<file path="src/design/kbrsm_pkg.sv">
// Shared types and codes of the keyboard report slot manager.
// No dependencies; used by kbrsm_slots, the top level and the checker.
package kbrsm_pkg;

	localparam int OUT_SLOTS = 6;
	localparam int WORD_BITS = 64;

	localparam logic [1:0] MODE_AUTO    = 2'd0;
	localparam logic [1:0] MODE_SIX     = 2'd1;
	localparam logic [1:0] MODE_UPGRADE = 2'd2;
	localparam logic [1:0] MODE_NKRO    = 2'd3;

	localparam logic [2:0] KIND_ADD   = 3'd0;
	localparam logic [2:0] KIND_DEL   = 3'd1;
	localparam logic [2:0] KIND_RETRG = 3'd2;
	localparam logic [2:0] KIND_CLEAR = 3'd3;
	localparam logic [2:0] KIND_SEND  = 3'd4;

	localparam logic [1:0] RK_STATUS = 2'd0;
	localparam logic [1:0] RK_BOOT   = 2'd1;
	localparam logic [1:0] RK_WORD   = 2'd2;

	typedef enum logic [3:0] {
		ST_IDLE,
		ST_KEY,
		ST_BMW,
		ST_NEXT,
		ST_SRD,
		ST_SCAP,
		ST_SEND_END,
		ST_RRD,
		ST_RLD,
		ST_PRES,
		ST_PCHK,
		ST_EMIT
	} state_t;

	typedef enum logic [1:0] {
		SOP_ADD,
		SOP_DEL,
		SOP_CLR
	} slot_op_t;

	typedef struct packed {
		logic     en;
		slot_op_t op;
		logic     six;
		logic [7:0] key;
	} slot_cmd_t;

endpackage

</file>
<file path="src/design/kbrsm_ram.sv">
// Simple dual-port synchronous RAM: one write port, one read port, registered read data.
// No dependencies.
module kbrsm_ram #(
	parameter int WIDTH = 8,
	parameter int DEPTH = 4,
	localparam int AW = (DEPTH > 1) ? $clog2(DEPTH) : 1
) (
	input  logic             clk,
	input  logic             we,
	input  logic [AW-1:0]    waddr,
	input  logic [WIDTH-1:0] wdata,
	input  logic [AW-1:0]    raddr,
	output logic [WIDTH-1:0] rdata
);
	logic [WIDTH-1:0] mem [DEPTH];

	always_ff @(posedge clk) begin
		if (we) begin
			mem[waddr] <= wdata;
		end
		rdata <= mem[raddr];
	end
endmodule

</file>
<file path="src/design/kbrsm_slots.sv">
// Boot report slot table with per-slot wrapping ages: add, delete and clear.
// Depends on kbrsm_pkg.
module kbrsm_slots #(
	parameter int SLOT_COUNT = 6
) (
	input  logic                 clk,
	input  logic                 arst_n,
	input  kbrsm_pkg::slot_cmd_t cmd,
	output logic [7:0]           keys [SLOT_COUNT],
	output logic                 overflow,
	output logic                 empty
);
	localparam int IW = (SLOT_COUNT > 1) ? $clog2(SLOT_COUNT) : 1;

	logic [7:0] keys_q [SLOT_COUNT];
	logic [7:0] ages_q [SLOT_COUNT];
	logic [7:0] keys_d [SLOT_COUNT];
	logic [7:0] ages_d [SLOT_COUNT];

	always_comb begin
		logic [7:0]    k;
		logic [7:0]    best_age;
		logic [IW-1:0] best;
		keys_d   = keys_q;
		ages_d   = ages_q;
		k        = cmd.key;
		best_age = 8'd0;
		best     = '0;
		overflow = 1'b0;
		case (cmd.op)
			kbrsm_pkg::SOP_ADD: begin
				// The key lands in the first empty or matching slot; later empty
				// slots are rewritten with zero and get their ages cleared too.
				for (int i = 0; i < SLOT_COUNT; i++) begin
					if (keys_q[i] == 8'd0 || (k != 8'd0 && keys_q[i] == k)) begin
						keys_d[i] = k;
						ages_d[i] = 8'd0;
						k = 8'd0;
					end else begin
						ages_d[i] = ages_q[i] + 8'd1;
					end
				end
				overflow = cmd.en && (k != 8'd0);
				if (k != 8'd0 && cmd.six) begin
					for (int i = 0; i < SLOT_COUNT; i++) begin
						if (ages_d[i] > best_age) begin
							best_age = ages_d[i];
							best = IW'(i);
						end
					end
					keys_d[best] = k;
					ages_d[best] = 8'd0;
				end
			end
			kbrsm_pkg::SOP_DEL: begin
				for (int i = 0; i < SLOT_COUNT; i++) begin
					if (keys_q[i] == cmd.key) begin
						keys_d[i] = 8'd0;
					end
					ages_d[i] = ages_q[i] - 8'd1;
				end
			end
			kbrsm_pkg::SOP_CLR: begin
				for (int i = 0; i < SLOT_COUNT; i++) begin
					keys_d[i] = 8'd0;
				end
			end
			default: begin
			end
		endcase
	end

	always_ff @(posedge clk or negedge arst_n) begin
		if (!arst_n) begin
			for (int i = 0; i < SLOT_COUNT; i++) begin
				keys_q[i] <= 8'd0;
				ages_q[i] <= 8'd0;
			end
		end else if (cmd.en) begin
			keys_q <= keys_d;
			ages_q <= ages_d;
		end
	end

	always_comb begin
		empty = 1'b1;
		for (int i = 0; i < SLOT_COUNT; i++) begin
			keys[i] = keys_q[i];
			if (keys_q[i] != 8'd0) begin
				empty = 1'b0;
			end
		end
	end
endmodule

</file>
<file path="src/design/keyboard_report_slot_manager.sv">
// Top level of the keyboard report slot manager: sequencer, registers, result port.
// Depends on kbrsm_pkg, kbrsm_ram and kbrsm_slots.
//
// Channel   | Handshake                      | Payload
// ----------+--------------------------------+-----------------------------------------
// command   | start, busy                    | kind, keycode, boot_ready, nkro_ready
// result    | done (one result per cycle)    | key_present .. bitmap_word, last
// config    | psel, penable, pwrite, pready  | paddr, pwdata, prdata
//
// Add or delete: slot update, bitmap read-modify-write and presence check, then
// the results. A dirty send also reads and captures each bitmap word, and replays
// each stored key through the slot update and, when it writes the bitmap, the
// read-modify-write, over the read and write ports of the bitmap memory. Reset
// clears the slot table and the bitmap valid flags at once; no clearing pass.
// The block is busy from a command transfer until its last result; results cannot stall.
module keyboard_report_slot_manager #(
	parameter int SLOT_COUNT   = 6,
	parameter int REPLAY_DEPTH = 6,
	parameter int BITMAP_BITS  = 256
) (
	input  logic        clk,
	input  logic        arst_n,
	input  logic        start,
	output logic        busy,
	input  logic [2:0]  kind,
	input  logic [7:0]  keycode,
	input  logic        boot_ready,
	input  logic        nkro_ready,
	output logic        done,
	output logic        key_present,
	output logic [1:0]  mode_now,
	output logic        pending,
	output logic [1:0]  report_kind,
	output logic [7:0]  slot_key0,
	output logic [7:0]  slot_key1,
	output logic [7:0]  slot_key2,
	output logic [7:0]  slot_key3,
	output logic [7:0]  slot_key4,
	output logic [7:0]  slot_key5,
	output logic [63:0] bitmap_word,
	output logic        last,
	input  logic        psel,
	input  logic        penable,
	input  logic        pwrite,
	input  logic [2:0]  paddr,
	input  logic [31:0] pwdata,
	output logic [31:0] prdata,
	output logic        pready
);
	localparam int NW       = (BITMAP_BITS + 63) / 64;
	localparam int BM_AW    = (NW > 1) ? $clog2(NW) : 1;
	localparam int BM_DEPTH = 1 << BM_AW;
	localparam int RAW      = (REPLAY_DEPTH > 1) ? $clog2(REPLAY_DEPTH) : 1;
	localparam int RCW      = $clog2(REPLAY_DEPTH + 1);
	localparam int OS       = kbrsm_pkg::OUT_SLOTS;

	kbrsm_pkg::state_t state_q, state_d;

	logic [1:0]       start_mode_q, mode_q;
	logic             dirty_q;
	logic [2:0]       kind_q;
	logic [7:0]       kc_q, op_key_q;
	logic             op_del_q, bm_on_q;
	logic             fail_q, status_q, emit_nk_q, emit_boot_q;
	logic             in_replay_q, present_q;
	logic [RCW-1:0]   rcount_q, ridx_q;
	logic [BM_AW-1:0] word_q;
	logic [2:0]       eidx_q;
	logic [63:0]      wbuf_q [NW];
	logic [7:0]       boot_buf_q [OS];
	logic             bm_valid_q [BM_DEPTH];
	logic             bm_rvalid_q;

	logic             done_q, present_out_q, pending_q, last_q;
	logic [1:0]       mode_out_q, rk_q;
	logic [7:0]       slot_out_q [OS];
	logic [63:0]      word_out_q;

	logic                 accept, cfg_wr;
	kbrsm_pkg::slot_cmd_t slot_cmd;
	logic [7:0]           keys [SLOT_COUNT];
	logic [7:0]           cur_slots [OS];
	logic                 slot_ovf, slot_empty, slot_hit;
	logic                 bm_we;
	logic [BM_AW-1:0]     bm_waddr, bm_raddr;
	logic [63:0]          bm_wdata, bm_rdata, bm_rd;
	logic                 rp_we;
	logic [RAW-1:0]       rp_waddr, rp_raddr;
	logic [7:0]           rp_rdata;
	logic                 op_in_bm, kc_in_bm, bm_go, rp_more;
	logic                 do_nkro, do_boot, now_nk, now_boot, now_fail;
	logic [RCW-1:0]       ridx_inc;
	logic [2:0]           n_last;
	logic                 is_word;

	assign accept = start && (state_q == kbrsm_pkg::ST_IDLE);
	assign cfg_wr = psel && penable && pwrite && pready && (paddr[2] == 1'b0);
	assign busy   = (state_q != kbrsm_pkg::ST_IDLE);
	assign pready = 1'b1;
	assign prdata = {30'd0, start_mode_q};

	kbrsm_slots #(.SLOT_COUNT(SLOT_COUNT)) u_slots (
		.clk      (clk),
		.arst_n   (arst_n),
		.cmd      (slot_cmd),
		.keys     (keys),
		.overflow (slot_ovf),
		.empty    (slot_empty)
	);

	kbrsm_ram #(.WIDTH(64), .DEPTH(BM_DEPTH)) u_bitmap (
		.clk   (clk),
		.we    (bm_we),
		.waddr (bm_waddr),
		.wdata (bm_wdata),
		.raddr (bm_raddr),
		.rdata (bm_rdata)
	);

	kbrsm_ram #(.WIDTH(8), .DEPTH(REPLAY_DEPTH)) u_replay (
		.clk   (clk),
		.we    (rp_we),
		.waddr (rp_waddr),
		.wdata (kc_q),
		.raddr (rp_raddr),
		.rdata (rp_rdata)
	);

	// A bitmap word never written since reset or the last clear reads as zero.
	assign bm_rd = bm_rvalid_q ? bm_rdata : 64'd0;

	always_comb begin
		slot_hit = 1'b0;
		for (int j = 0; j < OS; j++) begin
			cur_slots[j] = (j < SLOT_COUNT) ? keys[j] : 8'd0;
		end
		for (int i = 0; i < SLOT_COUNT; i++) begin
			if (keys[i] == kc_q) begin
				slot_hit = 1'b1;
			end
		end
	end

	assign op_in_bm = ({1'b0, op_key_q} < 9'(BITMAP_BITS));
	assign kc_in_bm = ({1'b0, kc_q} < 9'(BITMAP_BITS));
	assign bm_go    = op_in_bm && (op_del_q || (mode_q == kbrsm_pkg::MODE_UPGRADE) ||
		(mode_q == kbrsm_pkg::MODE_NKRO) || ((mode_q == kbrsm_pkg::MODE_AUTO) && slot_ovf));
	assign ridx_inc = ridx_q + RCW'(1);
	assign rp_more  = (ridx_inc < rcount_q);

	assign do_nkro  = mode_q[1];
	assign do_boot  = (mode_q != kbrsm_pkg::MODE_NKRO);
	assign now_nk   = do_nkro && nkro_ready;
	assign now_boot = do_boot && boot_ready;
	assign now_fail = (do_nkro && !nkro_ready) || (do_boot && !boot_ready);

	assign n_last  = status_q ? 3'd0 :
		3'((emit_nk_q ? NW : 0) + (emit_boot_q ? 1 : 0) - 1);
	assign is_word = emit_nk_q && !status_q && (eidx_q < 3'(NW));

	// Next state.
	always_comb begin
		state_d = state_q;
		case (state_q)
			kbrsm_pkg::ST_IDLE: begin
				if (start) begin
					case (kind)
						kbrsm_pkg::KIND_ADD, kbrsm_pkg::KIND_DEL, kbrsm_pkg::KIND_RETRG: begin
							state_d = (keycode != 8'd0) ? kbrsm_pkg::ST_KEY : kbrsm_pkg::ST_PRES;
						end
						kbrsm_pkg::KIND_SEND: begin
							if (!dirty_q) begin
								state_d = kbrsm_pkg::ST_PRES;
							end else if (now_nk) begin
								state_d = kbrsm_pkg::ST_SRD;
							end else begin
								state_d = kbrsm_pkg::ST_SEND_END;
							end
						end
						default: state_d = kbrsm_pkg::ST_PRES;
					endcase
				end
			end
			kbrsm_pkg::ST_KEY:  state_d = bm_go ? kbrsm_pkg::ST_BMW : kbrsm_pkg::ST_NEXT;
			kbrsm_pkg::ST_BMW:  state_d = kbrsm_pkg::ST_NEXT;
			kbrsm_pkg::ST_NEXT: begin
				state_d = (in_replay_q && rp_more) ? kbrsm_pkg::ST_RRD : kbrsm_pkg::ST_PRES;
			end
			kbrsm_pkg::ST_SRD:  state_d = kbrsm_pkg::ST_SCAP;
			kbrsm_pkg::ST_SCAP: begin
				state_d = (word_q == BM_AW'(NW - 1)) ? kbrsm_pkg::ST_SEND_END : kbrsm_pkg::ST_SRD;
			end
			kbrsm_pkg::ST_SEND_END: begin
				state_d = (!fail_q && rcount_q != '0) ? kbrsm_pkg::ST_RRD : kbrsm_pkg::ST_PRES;
			end
			kbrsm_pkg::ST_RRD:  state_d = kbrsm_pkg::ST_RLD;
			kbrsm_pkg::ST_RLD:  state_d = kbrsm_pkg::ST_KEY;
			kbrsm_pkg::ST_PRES: state_d = kbrsm_pkg::ST_PCHK;
			kbrsm_pkg::ST_PCHK: state_d = kbrsm_pkg::ST_EMIT;
			kbrsm_pkg::ST_EMIT: begin
				state_d = (eidx_q == n_last) ? kbrsm_pkg::ST_IDLE : kbrsm_pkg::ST_EMIT;
			end
			default: state_d = kbrsm_pkg::ST_IDLE;
		endcase
	end

	// Memory and slot table controls.
	always_comb begin
		slot_cmd     = '0;
		slot_cmd.key = op_key_q;
		slot_cmd.op  = op_del_q ? kbrsm_pkg::SOP_DEL : kbrsm_pkg::SOP_ADD;
		slot_cmd.six = (mode_q == kbrsm_pkg::MODE_SIX);
		bm_we        = 1'b0;
		bm_waddr     = op_key_q[6 +: BM_AW];
		bm_raddr     = op_key_q[6 +: BM_AW];
		bm_wdata     = bm_rd;
		rp_we        = 1'b0;
		rp_waddr     = rcount_q[RAW-1:0];
		rp_raddr     = ridx_q[RAW-1:0];
		case (state_q)
			kbrsm_pkg::ST_IDLE: begin
				if (accept && kind == kbrsm_pkg::KIND_CLEAR) begin
					slot_cmd.en = 1'b1;
					slot_cmd.op = kbrsm_pkg::SOP_CLR;
				end
			end
			kbrsm_pkg::ST_KEY: begin
				slot_cmd.en = op_del_q ? (mode_q != kbrsm_pkg::MODE_NKRO) :
					(mode_q == kbrsm_pkg::MODE_AUTO || mode_q == kbrsm_pkg::MODE_SIX);
			end
			kbrsm_pkg::ST_BMW: begin
				bm_we = 1'b1;
				if (bm_on_q) begin
					bm_wdata = bm_rd | (64'd1 << op_key_q[5:0]);
				end else begin
					bm_wdata = bm_rd & ~(64'd1 << op_key_q[5:0]);
				end
			end
			kbrsm_pkg::ST_NEXT: begin
				rp_we = !in_replay_q && (kind_q == kbrsm_pkg::KIND_RETRG) &&
					(rcount_q < RCW'(REPLAY_DEPTH));
			end
			kbrsm_pkg::ST_SRD:  bm_raddr = word_q;
			kbrsm_pkg::ST_PRES: bm_raddr = kc_q[6 +: BM_AW];
			default: begin
			end
		endcase
	end

	always_ff @(posedge clk or negedge arst_n) begin
		if (!arst_n) begin
			state_q      <= kbrsm_pkg::ST_IDLE;
			start_mode_q <= kbrsm_pkg::MODE_AUTO;
			mode_q       <= kbrsm_pkg::MODE_AUTO;
			dirty_q      <= 1'b1;
			rcount_q     <= '0;
			ridx_q       <= '0;
			in_replay_q  <= 1'b0;
			done_q       <= 1'b0;
			bm_rvalid_q  <= 1'b0;
			for (int i = 0; i < BM_DEPTH; i++) begin
				bm_valid_q[i] <= 1'b0;
			end
		end else begin
			state_q     <= state_d;
			done_q      <= (state_q == kbrsm_pkg::ST_EMIT);
			bm_rvalid_q <= bm_valid_q[bm_raddr];
			if (bm_we) begin
				bm_valid_q[bm_waddr] <= 1'b1;
			end
			if (cfg_wr) begin
				start_mode_q <= pwdata[1:0];
				mode_q       <= pwdata[1:0];
			end
			case (state_q)
				kbrsm_pkg::ST_IDLE: begin
					in_replay_q <= 1'b0;
					if (accept && kind == kbrsm_pkg::KIND_CLEAR) begin
						dirty_q <= 1'b1;
						for (int i = 0; i < BM_DEPTH; i++) begin
							bm_valid_q[i] <= 1'b0;
						end
					end
				end
				kbrsm_pkg::ST_KEY: begin
					dirty_q <= 1'b1;
					if (!op_del_q && mode_q == kbrsm_pkg::MODE_AUTO && slot_ovf) begin
						mode_q <= kbrsm_pkg::MODE_UPGRADE;
					end
				end
				kbrsm_pkg::ST_NEXT: begin
					if (in_replay_q) begin
						if (rp_more) begin
							ridx_q <= ridx_inc;
						end else begin
							rcount_q    <= '0;
							in_replay_q <= 1'b0;
						end
					end else if (rp_we) begin
						rcount_q <= rcount_q + RCW'(1);
					end
				end
				kbrsm_pkg::ST_SEND_END: begin
					if (mode_q == kbrsm_pkg::MODE_UPGRADE && slot_empty) begin
						mode_q <= kbrsm_pkg::MODE_NKRO;
					end
					if (!fail_q) begin
						dirty_q <= 1'b0;
						if (rcount_q != '0) begin
							in_replay_q <= 1'b1;
							ridx_q      <= '0;
						end
					end
				end
				default: begin
				end
			endcase
		end
	end

	// Payload registers of the command in flight and of the result port.
	always_ff @(posedge clk) begin
		case (state_q)
			kbrsm_pkg::ST_IDLE: begin
				if (accept) begin
					kind_q   <= kind;
					kc_q     <= keycode;
					op_key_q <= keycode;
					op_del_q <= (kind != kbrsm_pkg::KIND_ADD);
					word_q   <= '0;
					eidx_q   <= 3'd0;
					boot_buf_q <= cur_slots;
					if (kind == kbrsm_pkg::KIND_SEND && dirty_q) begin
						emit_nk_q   <= now_nk;
						emit_boot_q <= now_boot;
						fail_q      <= now_fail;
						status_q    <= !(now_nk || now_boot);
					end else begin
						emit_nk_q   <= 1'b0;
						emit_boot_q <= 1'b0;
						fail_q      <= 1'b0;
						status_q    <= 1'b1;
					end
				end
			end
			kbrsm_pkg::ST_KEY:  bm_on_q <= !op_del_q;
			kbrsm_pkg::ST_SCAP: begin
				wbuf_q[word_q] <= bm_rd;
				word_q <= word_q + BM_AW'(1);
			end
			kbrsm_pkg::ST_RLD: begin
				op_key_q <= rp_rdata;
				op_del_q <= 1'b0;
			end
			kbrsm_pkg::ST_PRES: present_q <= slot_hit;
			kbrsm_pkg::ST_PCHK: begin
				if (mode_q == kbrsm_pkg::MODE_NKRO) begin
					present_q <= kc_in_bm && bm_rd[kc_q[5:0]];
				end
			end
			kbrsm_pkg::ST_EMIT: begin
				eidx_q        <= eidx_q + 3'd1;
				present_out_q <= present_q;
				mode_out_q    <= mode_q;
				pending_q     <= fail_q;
				last_q        <= (eidx_q == n_last);
				if (status_q) begin
					rk_q       <= kbrsm_pkg::RK_STATUS;
					slot_out_q <= cur_slots;
					word_out_q <= 64'd0;
				end else if (is_word) begin
					rk_q       <= kbrsm_pkg::RK_WORD;
					word_out_q <= wbuf_q[eidx_q[BM_AW-1:0]];
					for (int j = 0; j < OS; j++) begin
						slot_out_q[j] <= 8'd0;
					end
				end else begin
					rk_q       <= kbrsm_pkg::RK_BOOT;
					slot_out_q <= boot_buf_q;
					word_out_q <= 64'd0;
				end
			end
			default: begin
			end
		endcase
	end

	assign done        = done_q;
	assign key_present = present_out_q;
	assign mode_now    = mode_out_q;
	assign pending     = pending_q;
	assign report_kind = rk_q;
	assign slot_key0   = slot_out_q[0];
	assign slot_key1   = slot_out_q[1];
	assign slot_key2   = slot_out_q[2];
	assign slot_key3   = slot_out_q[3];
	assign slot_key4   = slot_out_q[4];
	assign slot_key5   = slot_out_q[5];
	assign bitmap_word = word_out_q;
	assign last        = last_q;
endmodule

</file>
<file path="config.mk">
export PLATFORM = sky130hd
export DESIGN_NAME = keyboard_report_slot_manager
export DESIGN_NICKNAME = d
export VERILOG_FILES = /design/src/design/kbrsm_pkg.sv /design/src/design/kbrsm_ram.sv /design/src/design/kbrsm_slots.sv /design/src/design/keyboard_report_slot_manager.sv
export SDC_FILE = /design/constraint.sdc
export NUM_CORES = 2
export LEC_CHECK = 0
export CORE_MARGIN = 2
export CORE_UTILIZATION = 40
export DETAILED_ROUTE_END_ITERATION = 8
export DONT_BUFFER_PORTS = 1
export GPL_TIMING_DRIVEN = 0
export SETUP_SLACK_MARGIN = 0.05
export SLEW_MARGIN = 20
export SYNTH_ARGS = -nofsm -noshare
export SYNTH_HDL_FRONTEND = slang
export SYNTH_HIERARCHICAL = 1
export SYNTH_SLANG_ARGS = --single-unit
</file>
<file path="constraint.sdc">
create_clock -name clk -period 13 [get_ports clk]
set_input_delay 1.3 -clock clk [delete_from_list [all_inputs] [get_ports clk]]
set_output_delay 1.3 -clock clk [all_outputs]
set_load 0.02 [all_outputs]
</file>
==> run_summary.xml <==
<?xml version="1.0" encoding="UTF-8"?>
<metrics>
  <group name="outcome">
    <metric name="outcome" unit="">complete, no violations</metric>
  </group>
  <group name="timing">
    <metric name="max_clock_freq" unit="GHz">0.0834</metric>
    <metric name="layout_min_cycle_time" unit="ns">11.99</metric>
    <metric name="worst_pin_slew" unit="ns">1.20</metric>
    <metric name="fin_crit_sh" unit="">0.922</metric>
    <metric name="slew-limit-headroom" unit="">0.197</metric>
    <metric name="final-hold-violation-count" unit="">0</metric>
    <metric name="finalMaxSlewViolations" unit="">0</metric>
    <metric name="postLayoutSetupSlackWorst" unit="ns">1.01</metric>
    <metric name="rsz0062_at_grt" unit="">no</metric>
    <metric name="setup-violations-final" unit="">0</metric>
    <metric name="clock_skew" unit="ns">0.0597</metric>
  </group>
  <group name="worst_setup_path">
    <metric name="critical_path.max_stage_delay" unit="ns">0.58</metric>
    <metric name="worstReg2RegStart" unit="">op_key_q[4]$_DFFE_PP_</metric>
    <metric name="timing.critical_path.to_type" unit="">flip-flop</metric>
    <metric name="critPathRequiredTime" unit="ns">13.56</metric>
    <metric name="crit_path_max_fanout" unit="">10</metric>
    <metric name="timing_worst_setup_path_type" unit="">flip-flop to flip-flop</metric>
    <metric name="critPathArrivalTime" unit="ns">12.54</metric>
    <metric name="timing.reg2reg.setup_slack" unit="ns">1.01</metric>
    <metric name="slowest_cell_on_the_critical_path" unit="">sky130_fd_sc_hd__or4b_1</metric>
    <metric name="critical_path.startpoint_type" unit="">flip-flop</metric>
    <metric name="critPathMostFrequentCell" unit="">sky130_fd_sc_hd__o21ai_0</metric>
    <metric name="number_of_cells_traversed_by_the_worst_register_to_register_path" unit="">61</metric>
    <metric name="crit-reg2reg-capture" unit="">u_slots/keys[29]$_DFFE_PN0P_</metric>
  </group>
  <group name="drt">
    <metric name="postRouteAntennaNets" unit="">0</metric>
    <metric name="route.vias.total" unit="">26666</metric>
    <metric name="remaining_drc_errors" unit="">0</metric>
    <metric name="post_drt_via_cell_ratio" unit="">5.68</metric>
    <metric name="drt-wirelength-per-cell" unit="µm">25.0</metric>
    <metric name="first_pass_iters" unit="">7</metric>
    <metric name="detail_route.iter0.violations" unit="">2800</metric>
    <metric name="routed_wl" unit="µm">117000</metric>
  </group>
  <group name="die">
    <metric name="num_rows" unit="">120</metric>
    <metric name="start_util" unit="">0.403</metric>
    <metric name="die-width" unit="µm">332</metric>
    <metric name="die_height" unit="µm">332</metric>
    <metric name="die-area" unit="µm²">110000</metric>
    <metric name="core_area" unit="µm²">107000</metric>
    <metric name="io_pins" unit="">208</metric>
  </group>
  <group name="min_path">
    <metric name="min_path_type" unit="">input port to asynchronous set/reset pin</metric>
  </group>
  <group name="power">
    <metric name="static-leakage-power" unit="nW">16.9</metric>
    <metric name="tot_pwr" unit="mW">14.6</metric>
    <metric name="seqPwrFrac" unit="">0.314</metric>
    <metric name="internal_power" unit="mW">8.44</metric>
    <metric name="switchingPower" unit="mW">6.14</metric>
    <metric name="comb_power_share" unit="">0.488</metric>
    <metric name="power_density" unit="nW/µm²">298</metric>
    <metric name="clock_power_share" unit="">0.197</metric>
    <metric name="power.share.switching" unit="">0.421</metric>
    <metric name="vdd_ir_drop_max" unit="mV">0.411</metric>
  </group>
  <group name="cts">
    <metric name="worst_setup_hold_path_clk_slew" unit="ns">0.06</metric>
    <metric name="cts_tree" unit="">yes</metric>
    <metric name="clk_root_buffer_cell" unit="">sky130_fd_sc_hd__clkbuf_16</metric>
    <metric name="cts_num_sinks" unit="">948</metric>
    <metric name="cts-htree-levels" unit="">3</metric>
    <metric name="clock_insertion_delay_worst_skew" unit="ns">0.71</metric>
    <metric name="cts-buffers-inserted" unit="">100</metric>
    <metric name="clock_tree.buffer_depth" unit="">3</metric>
  </group>
  <group name="synthesis">
    <metric name="synth_simple_gate_area_frac" unit="">0.107</metric>
    <metric name="netlist.top_cell.by_area" unit="">sky130_fd_sc_hd__edfxtp_1</metric>
    <metric name="combinational_family_with_the_most_area_after_synthesis" unit="">multiplexers</metric>
    <metric name="synth-compound-area-share" unit="">0.0766</metric>
    <metric name="yosysWarnings" unit="">6</metric>
    <metric name="ys_seq_area_frac" unit="">0.630</metric>
    <metric name="synth_cell_types" unit="">102</metric>
    <metric name="yosys_most_used_dff" unit="">sky130_fd_sc_hd__edfxtp_1</metric>
    <metric name="synthAdderAreaFrac" unit="">0.0188</metric>
    <metric name="syn-cell-area" unit="µm²">43100</metric>
    <metric name="synth.area.top_cells" unit="">sky130_fd_sc_hd__edfxtp_1 53%, sky130_fd_sc_hd__dfrtp_1 6.8%, sky130_fd_sc_hd__mux4_2 6.7%</metric>
    <metric name="synth_xor_area_frac" unit="">0.0250</metric>
    <metric name="synth_top_cell_area_share" unit="">0.528</metric>
    <metric name="asyncSetResetFlopFracSynth" unit="">0.124</metric>
    <metric name="syn_inst" unit="">3035</metric>
    <metric name="yosys_register_bits" unit="">948</metric>
    <metric name="synth-edff-count" unit="">758</metric>
    <metric name="muxShareOfSynthArea" unit="">0.110</metric>
    <metric name="post_synth.cell_area_avg" unit="µm²">14.2</metric>
  </group>
  <group name="place">
    <metric name="gp_congestion" unit="">0.940</metric>
    <metric name="dpl_worst_slack" unit="ns">-0.631</metric>
    <metric name="portBuffers" unit="">0</metric>
    <metric name="place_hpwl" unit="µm">81000</metric>
    <metric name="dp_cells" unit="">4488</metric>
  </group>
  <group name="layout">
    <metric name="areaGrowthSynthToFinish" unit="%">13.5</metric>
    <metric name="final_core_utilization" unit="">0.458</metric>
    <metric name="antenna_cells" unit="">0</metric>
    <metric name="final-instance-count-excl-fill" unit="">4693</metric>
    <metric name="fin_nets" unit="">3321</metric>
    <metric name="post_route_cells_drive_above_1_share" unit="">0.174</metric>
  </group>
  <group name="flow_run">
    <metric name="drv_cap" unit="">0</metric>
  </group>
  <group name="grt">
    <metric name="grt_start_max_net_pins" unit="">119</metric>
    <metric name="global_route.usage.met3" unit="">0.0369</metric>
    <metric name="antenna_violations_before_repair" unit="">0</metric>
    <metric name="grt.met2_usage" unit="">0.325</metric>
    <metric name="grt_pass1_vias" unit="">26113</metric>
    <metric name="grt_busiest_layer" unit="">met2</metric>
    <metric name="overall_overflow_remaining_after_global_route" unit="">0</metric>
    <metric name="gr-usage-all-layers" unit="">0.209</metric>
    <metric name="globalRouteMet1Util" unit="">0.297</metric>
    <metric name="grt_first_pass_wirelength" unit="µm">174000</metric>
  </group>
</metrics>
[power groups by stage]
stage / Combinational, mW / Clock, mW / Sequential [mW]
global route: 7.85 / 3.06 / 4.62
CTS: 6.84 / 2.95 / 4.59
detailed placement: 6.77 / 0 / 4.65
finish: 7.12 / 2.88 / 4.58
global placement: 6.67 / 0 / 4.68
floorplan: 4.88 / 0 / 4.49
[cells in the mapped netlist (15+ instances only)]
master                     instances
sky130_fd_sc_hd__a22oi_1          21
sky130_fd_sc_hd__and3_1           24
sky130_fd_sc_hd__nand4_1          30
sky130_fd_sc_hd__nand2b_1         25
sky130_fd_sc_hd__o21ai_0          79
sky130_fd_sc_hd__nand3_1          75
sky130_fd_sc_hd__edfxtp_1        758
sky130_fd_sc_hd__a21oi_1          87
sky130_fd_sc_hd__ha_1             64
sky130_fd_sc_hd__mux2_2           81
sky130_fd_sc_hd__mux4_2          129
sky130_fd_sc_hd__nor2_1          168
sky130_fd_sc_hd__nor2b_1          88
sky130_fd_sc_hd__mux4_1           15
sky130_fd_sc_hd__and2_1           84
sky130_fd_sc_hd__xnor2_1          63
sky130_fd_sc_hd__dfrtp_1         117
sky130_fd_sc_hd__o211ai_1         17
sky130_fd_sc_hd__dfxtp_1          72
sky130_fd_sc_hd__o31ai_1          28
sky130_fd_sc_hd__xor2_1           60
sky130_fd_sc_hd__inv_1            88
sky130_fd_sc_hd__a22o_1           72
sky130_fd_sc_hd__nand2_1         224
sky130_fd_sc_hd__clkbuf_1         94
sky130_fd_sc_hd__buf_2            30
sky130_fd_sc_hd__mux2i_1          52
sky130_fd_sc_hd__nor4_1           26
sky130_fd_sc_hd__or3_1            16
sky130_fd_sc_hd__a31oi_1          16
sky130_fd_sc_hd__nor3_1           41
sky130_fd_sc_hd__buf_4            43
[cells by family after synthesis]
logic type               Yosys count
AND/OR/NAND/NOR                  879
XOR/XNOR                         123
adder cells (fa/ha/maj)           65
AO/OA/AOI/OAI                    456
flip-flops                       948
buffers and inverters            285
other                              2
multiplexers                     277
[cell usage in the layout (no fill, tap or decap), drive strengths merged, types with 9 or more instances in the layout]
| cell | count |
|---|---|
| or2 | 13 |
| o211ai | 17 |
| conb | 31 |
| nor2 | 169 |
| nor4 | 32 |
| nand3 | 75 |
| nor2b | 89 |
| bufinv | 9 |
| and2 | 84 |
| nor3b | 13 |
| clkinv | 39 |
| a21o | 11 |
| dfxtp | 72 |
| dfrtp | 117 |
| inv | 97 |
| and3 | 24 |
| xor2 | 60 |
| mux2 | 81 |
| buf | 138 |
| a31oi | 19 |
| mux2i | 52 |
| clkbuf | 225 |
| o31ai | 28 |
| nand2 | 227 |
| mux4 | 144 |
| or3 | 16 |
| a22o | 72 |
| o21ai | 89 |
| o221ai | 19 |
| nor3 | 47 |
| a21oi | 91 |
| a22oi | 21 |
| a221o | 13 |
| edfxtp | 758 |
| nand2b | 25 |
| nand4 | 30 |
| ha | 64 |
| xnor2 | 63 |
[area by class of cell]
| class | instances | area (µm²) |
|---|---|---|
| Fill cell | 9503 | 58100 |
| Multi-Input combinational cell | 1831 | 14800 |
| Inverter | 91 | 352 |
| Sequential cell | 948 | 27200 |
| Buffer | 194 | 1110 |
| Tap cell | 1403 | 1760 |
| Clock buffer | 132 | 2700 |
| Timing Repair Buffer | 37 | 469 |
| Clock inverter | 57 | 613 |
[metrics by stage]
| step | hold WS [ns] | setup TNS [ns] | instance area, µm² |
|---|---|---|---|
| 2_1_floorplan | 0.400 | 0 | 43200 |
| 3_3_place_gp | 0.478 | -34.80 | 45000 |
| 3_5_place_dp | 0.488 | -32.57 | 45400 |
| 4_1_cts | 0.250 | 0 | 48800 |
| 5_1_grt | 0.271 | 0 | 49000 |
| 6_report | 0.298 | 0 | 49000 |
[worst max-delay path by stage]
stage | start | end | cells after the start
4_1_cts | op_key_q[4]$_DFFE_PP_ | u_slots/keys[29]$_DFFE_PN0P_ | 61
3_5_place_dp | op_key_q[3]$_DFFE_PP_ | u_slots/keys[29]$_DFFE_PN0P_ | 62
3_3_place_gp | op_key_q[4]$_DFFE_PP_ | u_slots/keys[29]$_DFFE_PN0P_ | 59
6_report | op_key_q[4]$_DFFE_PP_ | u_slots/keys[29]$_DFFE_PN0P_ | 61
5_1_grt | op_key_q[4]$_DFFE_PP_ | u_slots/keys[28]$_DFFE_PN0P_ | 62
2_1_floorplan | op_key_q[3]$_DFFE_PP_ | u_slots/keys[29]$_DFFE_PN0P_ | 59
[metal layers]
layer / share of wire / wire, µm / up-vias
met5: 0 / 0 / -
met4: 0.032 / 3730 / 0
met1: 0.44 / 51300 / 13598
met3: 0.070 / 8200 / 205
met2: 0.46 / 53900 / 990
li1: - / - / 11873
[timing repair]
action / 4_1_cts / 5_1_grt
resized for setup: 12 / 26
hold buffers: 0 / 0
setup buffers: 2 / 14
pin swaps: 2 / 6
endpoints found under the setup margin: 96 / 96
[worst max-delay path: cells and delay by family (launching register included)]
family,cells,cell delay [ns]
AO/OA/AOI/OAI,24,3.96
buffers and inverters,9,1.94
adder cells (fa/ha/maj),5,1.41
XOR/XNOR,1,0.20
AND/OR/NAND/NOR,21,3.51
flip-flops,1,0.50
multiplexers,1,0.33
[state kept, by name (all words and copies together) (netlist names), 48 cells and up]
| register | count |
|---|---|
| u_slots/keys | 48 |
| u_replay/mem | 48 |
| u_bitmap/rdata | 64 |
| boot_buf_q | 48 |
| u_slots/ages_q | 48 |
| bitmap_word | 64 |
| u_bitmap/mem | 256 |
| wbuf_q | 256 |
No activity file was read; power rests on OpenSTA's default activity.
